**config.mk**
```make
export PLATFORM = sky130hd
export DESIGN_NAME = smallest_fit_partition_allocator_core
export DESIGN_NICKNAME = d
export VERILOG_FILES = /design/src/rtl/sfpa_pkg.sv /design/src/rtl/sfpa_ram.sv /design/src/rtl/sfpa_ctrl.sv /design/src/rtl/sfpa_dp.sv /design/src/rtl/smallest_fit_partition_allocator_core.sv
export SDC_FILE = /design/constraint.sdc
export NUM_CORES = 2
export LEC_CHECK = 0
export BUFFER_PORTS_ARGS = -buffer_cell sky130_fd_sc_hd__buf_2
export CELL_PAD_IN_SITES_DETAIL_PLACEMENT = 0
export CELL_PAD_IN_SITES_GLOBAL_PLACEMENT = 2
export CORE_MARGIN = 2
export CORE_UTILIZATION = 53
export DETAILED_ROUTE_END_ITERATION = 6
export HOLD_SLACK_MARGIN = 0.15
export PLACE_DENSITY_LB_ADDON = 0.05
export REMOVE_ABC_BUFFERS = 1
export SETUP_SLACK_MARGIN = 0.1
export SYNTH_ARGS = -nofsm -noshare
export SYNTH_HDL_FRONTEND = slang
export SYNTH_SLANG_ARGS = --single-unit
```
**constraint.sdc**
```tcl
create_clock -name clk -period 7 [get_ports clk]
set_input_delay 2.1 -clock clk [delete_from_list [all_inputs] [get_ports clk]]
set_output_delay 2.1 -clock clk [all_outputs]
set_load 0.05 [all_outputs]
```
**src/rtl/sfpa_pkg.sv**
```systemverilog
// Shared constants, codes and control/status types of the smallest-fit allocator.
`default_nettype none
package sfpa_pkg;

  // Table geometry
  localparam int BLOCK_COUNT = 64;
  localparam int SIZE_W      = 16;
  localparam int IDX_W       = $clog2(BLOCK_COUNT);
  localparam int CNT_W       = $clog2(BLOCK_COUNT + 1);

  // Fixed field widths of the ports
  localparam int INDEX_W  = 6;
  localparam int ACTIVE_W = 7;
  localparam int STATUS_W = 2;

  // Request modes
  localparam logic MODE_LOAD  = 1'b0;
  localparam logic MODE_ALLOC = 1'b1;

  // Result status codes
  localparam logic [STATUS_W-1:0] STATUS_LOAD_DONE = 2'd0;
  localparam logic [STATUS_W-1:0] STATUS_GRANTED   = 2'd1;
  localparam logic [STATUS_W-1:0] STATUS_NO_FIT    = 2'd2;

  // Controller to datapath commands
  typedef struct packed {
    logic accept;  // request taken this cycle
    logic issue;   // read one table entry for the scan
    logic emit;    // load the result register
  } sfpa_cmd_t;

  // Datapath to controller status
  typedef struct packed {
    logic limit_zero;  // no entry takes part in allocation
    logic last_issue;  // current scan entry is the last one
    logic out_free;    // result register can take a new result
  } sfpa_stat_t;

endpackage
`default_nettype wire

```
**src/rtl/sfpa_ram.sv**
```systemverilog
// Generic single-write, single-read RAM with registered read data.
`default_nettype none
module sfpa_ram #(
  parameter int WIDTH = 16,
  parameter int DEPTH = 64
) (
  input  wire logic                     clk,
  input  wire logic                     we,
  input  wire logic [$clog2(DEPTH)-1:0] waddr,
  input  wire logic [WIDTH-1:0]         wdata,
  input  wire logic [$clog2(DEPTH)-1:0] raddr,
  output logic      [WIDTH-1:0]         rdata
);

  logic [WIDTH-1:0] mem [DEPTH];

  always_ff @(posedge clk) begin
    if (we) begin
      mem[waddr] <= wdata;
    end
    rdata <= mem[raddr];
  end

endmodule
`default_nettype wire

```
**src/rtl/sfpa_ctrl.sv**
```systemverilog
// Sequencer of the allocator: accept, entry scan, drain and result hand-off.
`default_nettype none
module sfpa_ctrl (
  input  wire logic               clk,
  input  wire logic               rst,
  input  wire logic               in_valid,
  output logic                    in_ready,
  input  wire logic               mode,
  input  wire sfpa_pkg::sfpa_stat_t stat,
  output sfpa_pkg::sfpa_cmd_t     cmd
);

  localparam logic [1:0] ST_IDLE  = 2'd0;
  localparam logic [1:0] ST_SCAN  = 2'd1;
  localparam logic [1:0] ST_DRAIN = 2'd2;
  localparam logic [1:0] ST_EMIT  = 2'd3;

  logic [1:0] state;
  logic [1:0] state_next;

  // Next state and command decode
  always_comb begin
    state_next = state;
    in_ready   = 1'b0;
    cmd        = '0;
    case (state)
      ST_IDLE: begin
        in_ready   = 1'b1;
        cmd.accept = in_valid;
        if (in_valid) begin
          if (mode == sfpa_pkg::MODE_ALLOC && !stat.limit_zero) begin
            state_next = ST_SCAN;
          end else begin
            state_next = ST_EMIT;
          end
        end
      end
      ST_SCAN: begin
        cmd.issue = 1'b1;
        if (stat.last_issue) begin
          state_next = ST_DRAIN;
        end
      end
      ST_DRAIN: begin
        // last read data is compared this cycle
        state_next = ST_EMIT;
      end
      ST_EMIT: begin
        cmd.emit = stat.out_free;
        if (stat.out_free) begin
          state_next = ST_IDLE;
        end
      end
      default: begin
        state_next = ST_IDLE;
      end
    endcase
  end

  always_ff @(posedge clk) begin
    if (rst) begin
      state <= ST_IDLE;
    end else begin
      state <= state_next;
    end
  end

endmodule
`default_nettype wire

```
**src/rtl/sfpa_dp.sv**
```systemverilog
// Datapath: capacity RAM, entry marks, best-fit tracking and result register.
`default_nettype none
module sfpa_dp (
  input  wire logic                           clk,
  input  wire logic                           rst,
  input  wire sfpa_pkg::sfpa_cmd_t            cmd,
  output sfpa_pkg::sfpa_stat_t                stat,
  input  wire logic                           mode,
  input  wire logic [sfpa_pkg::INDEX_W-1:0]   entry_index,
  input  wire logic [sfpa_pkg::SIZE_W-1:0]    size,
  input  wire logic                           cfg_write_en,
  input  wire logic [sfpa_pkg::ACTIVE_W-1:0]  cfg_write_data,
  output logic                                out_valid,
  input  wire logic                           out_ready,
  output logic      [sfpa_pkg::STATUS_W-1:0]  status,
  output logic      [sfpa_pkg::INDEX_W-1:0]   granted_index,
  output logic      [sfpa_pkg::SIZE_W-1:0]    leftover
);

  localparam int WIDE_W = sfpa_pkg::IDX_W + sfpa_pkg::INDEX_W;
  localparam int LIM_W  = sfpa_pkg::ACTIVE_W + sfpa_pkg::CNT_W;

  logic [sfpa_pkg::ACTIVE_W-1:0] active_blocks;
  logic [sfpa_pkg::BLOCK_COUNT-1:0] loaded;
  logic [sfpa_pkg::BLOCK_COUNT-1:0] occupied;

  logic                          is_alloc;
  logic [sfpa_pkg::SIZE_W-1:0]   req;
  logic [sfpa_pkg::CNT_W-1:0]    cnt;
  logic                          pipe_valid;
  logic                          pipe_elig;
  logic [sfpa_pkg::IDX_W-1:0]    pipe_idx;
  logic                          found;
  logic [sfpa_pkg::IDX_W-1:0]    best_idx;
  logic [sfpa_pkg::SIZE_W-1:0]   best_cap;

  logic [WIDE_W-1:0]             load_wide;
  logic                          load_in_range;
  logic                          load_we;
  logic [sfpa_pkg::IDX_W-1:0]    load_addr;
  logic [sfpa_pkg::IDX_W-1:0]    scan_addr;
  logic [LIM_W-1:0]              active_wide;
  logic [sfpa_pkg::CNT_W-1:0]    limit;
  logic [sfpa_pkg::SIZE_W-1:0]   rdata;
  logic                          better;

  // Load address, range check against the table size
  assign load_wide     = WIDE_W'(entry_index);
  assign load_in_range = load_wide < WIDE_W'(sfpa_pkg::BLOCK_COUNT);
  assign load_addr     = load_wide[sfpa_pkg::IDX_W-1:0];
  assign load_we       = cmd.accept && mode == sfpa_pkg::MODE_LOAD && load_in_range;
  assign scan_addr     = cnt[sfpa_pkg::IDX_W-1:0];

  // Active count saturates at the table size
  assign active_wide = LIM_W'(active_blocks);
  always_comb begin
    if (active_wide > LIM_W'(sfpa_pkg::BLOCK_COUNT)) begin
      limit = sfpa_pkg::CNT_W'(sfpa_pkg::BLOCK_COUNT);
    end else begin
      limit = active_wide[sfpa_pkg::CNT_W-1:0];
    end
  end

  assign stat.limit_zero = active_blocks == '0;
  assign stat.last_issue = (cnt + sfpa_pkg::CNT_W'(1)) == limit;
  assign stat.out_free   = !out_valid || out_ready;

  sfpa_ram #(
    .WIDTH(sfpa_pkg::SIZE_W),
    .DEPTH(sfpa_pkg::BLOCK_COUNT)
  ) u_cap_ram (
    .clk  (clk),
    .we   (load_we),
    .waddr(load_addr),
    .wdata(size),
    .raddr(scan_addr),
    .rdata(rdata)
  );

  // Strictly smaller wins, so ties keep the lower index of the ascending scan
  assign better = pipe_valid && pipe_elig && rdata >= req && (!found || rdata < best_cap);

  // Configuration register
  always_ff @(posedge clk) begin
    if (rst) begin
      active_blocks <= '0;
    end else if (cfg_write_en) begin
      active_blocks <= cfg_write_data;
    end
  end

  // Entry marks: load frees an entry, a grant occupies it
  always_ff @(posedge clk) begin
    if (rst) begin
      loaded   <= '0;
      occupied <= '0;
    end else begin
      if (load_we) begin
        loaded[load_addr]   <= 1'b1;
        occupied[load_addr] <= 1'b0;
      end
      if (cmd.emit && is_alloc && found) begin
        occupied[best_idx] <= 1'b1;
      end
    end
  end

  // Scan control and best-so-far tracking
  always_ff @(posedge clk) begin
    if (rst) begin
      cnt        <= '0;
      pipe_valid <= 1'b0;
      found      <= 1'b0;
    end else begin
      pipe_valid <= cmd.issue;
      if (cmd.accept) begin
        cnt   <= '0;
        found <= 1'b0;
      end else begin
        if (cmd.issue) begin
          cnt <= cnt + sfpa_pkg::CNT_W'(1);
        end
        if (better) begin
          found <= 1'b1;
        end
      end
    end
  end

  // Request and scan payload
  always_ff @(posedge clk) begin
    if (cmd.accept) begin
      is_alloc <= mode == sfpa_pkg::MODE_ALLOC;
      req      <= size;
    end
    pipe_elig <= loaded[scan_addr] && !occupied[scan_addr];
    pipe_idx  <= scan_addr;
    if (better) begin
      best_idx <= pipe_idx;
      best_cap <= rdata;
    end
  end

  // Result register
  always_ff @(posedge clk) begin
    if (rst) begin
      out_valid <= 1'b0;
    end else if (cmd.emit) begin
      out_valid <= 1'b1;
    end else if (out_ready) begin
      out_valid <= 1'b0;
    end
  end

  always_ff @(posedge clk) begin
    if (cmd.emit) begin
      if (!is_alloc) begin
        status        <= sfpa_pkg::STATUS_LOAD_DONE;
        granted_index <= '0;
        leftover      <= '0;
      end else if (found) begin
        status        <= sfpa_pkg::STATUS_GRANTED;
        granted_index <= sfpa_pkg::INDEX_W'(best_idx);
        leftover      <= best_cap - req;
      end else begin
        status        <= sfpa_pkg::STATUS_NO_FIT;
        granted_index <= '0;
        leftover      <= '0;
      end
    end
  end

endmodule
`default_nettype wire

```
**src/rtl/smallest_fit_partition_allocator_core.sv**
```systemverilog
// Top level of the smallest-fit partition allocator.
// A load request (mode 0) writes a partition size into one of 64 table entries and
// marks it free; after acceptance it goes straight to the result step, and the next
// request can be taken once that result is loaded. An allocate request (mode 1)
// scans entries 0 up to active_blocks-1 (capped at 64) one per cycle through the
// single read port of the capacity RAM, picks the smallest loaded free entry that
// fits (lowest index on ties), marks it occupied and returns its index and
// leftover, or a no-fit status. The scan is followed by a drain step for the last
// read data and then the load of the result register; with active_blocks zero the
// scan is skipped and the request goes straight to the result step like a load.
// One request is in work at a time; the result register holds a finished result
// until it is taken, and a result held back by out_ready stalls the next one in
// its final step.
`default_nettype none
module smallest_fit_partition_allocator_core (
  input  wire logic                           clk,
  input  wire logic                           rst,
  input  wire logic                           in_valid,
  output logic                                in_ready,
  input  wire logic                           mode,
  input  wire logic [sfpa_pkg::INDEX_W-1:0]   entry_index,
  input  wire logic [sfpa_pkg::SIZE_W-1:0]    size,
  output logic                                out_valid,
  input  wire logic                           out_ready,
  output logic      [sfpa_pkg::STATUS_W-1:0]  status,
  output logic      [sfpa_pkg::INDEX_W-1:0]   granted_index,
  output logic      [sfpa_pkg::SIZE_W-1:0]    leftover,
  input  wire logic                           cfg_write_en,
  input  wire logic [sfpa_pkg::ACTIVE_W-1:0]  cfg_write_data
);

  sfpa_pkg::sfpa_cmd_t  cmd;
  sfpa_pkg::sfpa_stat_t stat;

  sfpa_ctrl u_ctrl (
    .clk     (clk),
    .rst     (rst),
    .in_valid(in_valid),
    .in_ready(in_ready),
    .mode    (mode),
    .stat    (stat),
    .cmd     (cmd)
  );

  sfpa_dp u_dp (
    .clk           (clk),
    .rst           (rst),
    .cmd           (cmd),
    .stat          (stat),
    .mode          (mode),
    .entry_index   (entry_index),
    .size          (size),
    .cfg_write_en  (cfg_write_en),
    .cfg_write_data(cfg_write_data),
    .out_valid     (out_valid),
    .out_ready     (out_ready),
    .status        (status),
    .granted_index (granted_index),
    .leftover      (leftover)
  );

endmodule
`default_nettype wire

```
==> metrics <==
outcome completed; Die Width 308 um; EDFF count, synth 1087; Ys Warns 0; CTS Buf Count 131; Worst EP required 7.36 ns; flops & latches, synth 1257; maxcap violations 0; Core Footprint 91700 um^2; TritonCTS clock tree yes; most frequent cells in the layout 1087 x edfxtp_1, 327 x mux4_2, 222 x nor2_1; # IOs 61; PortBufs 60; Clock Sinks 1257; post-synthesis cell type count 63; first-pass GRT wire length 175000 um; Non-Filler Instances 4074; insertion delay of the later-clocked pin in the worst-skew pair 0.75 ns; Worst Tran Pin Value 1.17 ns; R2R setup slack 3.33 ns; H-tree level count 4; share of cells above drive strength 1 0.243; Post-CTS Hold Buffers 0; number of global-route vias before repair 25100; crit path kind input pin to flop; unrepaired setup endpoints after global routing false; initial antenna violation count 2; vias 25200; Mean Syn Cell Area 18.6 um^2; slew margin rel. 0.220; leakage 17.4 nW; FFs w/ async S/R, synth 0; Worst EP arrival 4.73 ns; maximum VDD drop 249 uV; dpl hpwl 71800 um; Root Buffer clkbuf_16; commonest non-fill, non-tap cell in the layout edfxtp_1; NumNets Final 2866; post-route setup TNS 0 ns; Worst Skew 0.0255 ns; Worst-path clk slew 0.06 ns; Die ar. 95100 um^2; drt initial violations 2921; Final Hold Vio Count 0; worst hold path depth 0; Routed WL 120000 um; Post-route DRC 0; Setup Fix Bufs, Post-CTS 0; register area share after synthesis 0.734; Synth Flop Type edfxtp_1; Slew Viols, Final 0; post-detailed-route count of antenna-violating nets 0; fmax 229 MHz; largest net degree at the start of global routing 121; Tcrit/Tclk final 0.624; DIE HEIGHT 308 um; Congestion Overflow GR 0; Critical Path Sink Type flop; DP Cell Count 3832; FP Rows 111; router iterations before antenna repair 6; Gate Count Post-Synth 2641; power density cells 314 nW/um^2; HP Class flop to flop; Max FO, Critical Path 17; Vias/cell 6.18; clk buf depth 3; Worst Reg2Reg Path Length in Cells 7; RD Place Congestion 0.820; GRT Overall Usage 0.259; initial core utilization 0.536; total power 0.0174 W; final setup violating endpoints 0; Layout area overhead 12.6%; CP Launch Type input pin; post_cts resized 0; drt wl/cell 29.5 um; final worst path period need 4.37 ns; cell area after synthesis 49100 um^2
[state kept, by name, summed over array words and instances, names as in the netlist]
name                  flops
u_dp.u_cap_ram.rdata     16
u_ctrl.state              2
u_dp.active_blocks        7
u_dp.cnt                  7
u_dp.out_valid            1
u_dp.status               2
u_dp.is_alloc             1
u_dp.occupied            64
u_dp.pipe_idx             6
u_dp.granted_index        6
u_dp.pipe_valid           1
u_dp.req                 16
u_dp.leftover            16
u_dp.best_idx             6
u_dp.best_cap            16
u_dp.u_cap_ram.mem     1024
u_dp.loaded              64
u_dp.found                1
u_dp.pipe_elig            1
[cell type report]
class                   count  area, um^2
well taps                1186        1480
clock inverters            71         729
multi-input cells        1174       12200
clock buffers             166        3510
fillers                  6632       36400
diodes                      5        12.5
inverters                  75         282
repair buffers            140         973
flip-flops and latches   1257       36100
[cells in the mapped netlist (27+ instances only)]
| master | n | area (um^2) |
|---|---|---|
| inv_1 | 75 | 282 |
| dfxtp_1 | 170 | 3400 |
| a21oi_1 | 85 | 425 |
| buf_2 | 44 | 220 |
| clkbuf_1 | 59 | 221 |
| o21ai_0 | 81 | 405 |
| nor2_1 | 247 | 927 |
| ha_1 | 51 | 638 |
| nand2_1 | 129 | 484 |
| edfxtp_1 | 1087 | 32600 |
| o32ai_1 | 28 | 245 |
| mux4_2 | 327 | 7360 |
| buf_1 | 27 | 101 |
[routing by layer]
metal | part of all wire | routed length, um | vias up | track usage
li1 | - | - | 10800 | -
met1 | 0.44 | 52600 | 13300 | 0.388
met2 | 0.47 | 56100 | 914 | 0.393
met3 | 0.075 | 9060 | 134 | 0.0515
met4 | 0.021 | 2500 | 0 | 0.0726
met5 | 0 | 0 | - | 0
[where the power goes]
part | switching, W | total [W] | internal [W]
Sequential | 0.0000890 | 0.00833 | 0.00824
Clock | 0.00287 | 0.00686 | 0.00398
Combinational | 0.00122 | 0.00219 | 0.000973
[cell families after synthesis]
family	after synthesis	synth area share
buf+inv	210	0.0177
flops	1257	0.734
simple gates	483	0.0428
compound gates	286	0.0360
xor+xnor	17	0.00390
mux	336	0.152
fa+ha+maj	52	0.0134
[path summary, 6_finish.rpt]
kind                                     start                                   to
hold / removal        u_dp.pipe_idx[5]$_DFF_P_           u_dp.best_idx[5]$_DFFE_PP_
setup / recovery                      in_valid  u_dp.u_cap_ram.mem[19][1]$_DFFE_PP_
setup reg to reg  u_ctrl.state[0]$_SDFFE_PP0P_  u_dp.u_cap_ram.mem[19][1]$_DFFE_PP_
hold reg to reg       u_dp.pipe_idx[5]$_DFF_P_           u_dp.best_idx[5]$_DFFE_PP_
[critical path, stage by stage]
cell,delay (ns)
buf_2,0.09
nand2_1,0.16
nor3b_1,0.55
nand2_1,0.64
buf_4,0.39
nor2_2,0.76
[metrics by stage]
stage | util | setup WS [ns] | hold WS (ns) | instance area (um^2)
after floorplan | - | -6.76 | 0.386 | 48500
after global placement | 0.557 | 1.82 | 0.386 | 51000
after detailed placement | 0.557 | 1.84 | 0.389 | 51000
after CTS | 0.603 | 2.58 | 0.402 | 55300
after global routing | 0.603 | 2.52 | 0.404 | 55300
final | 0.603 | 2.63 | 0.402 | 55300
(Power assumes the default switching activity.)
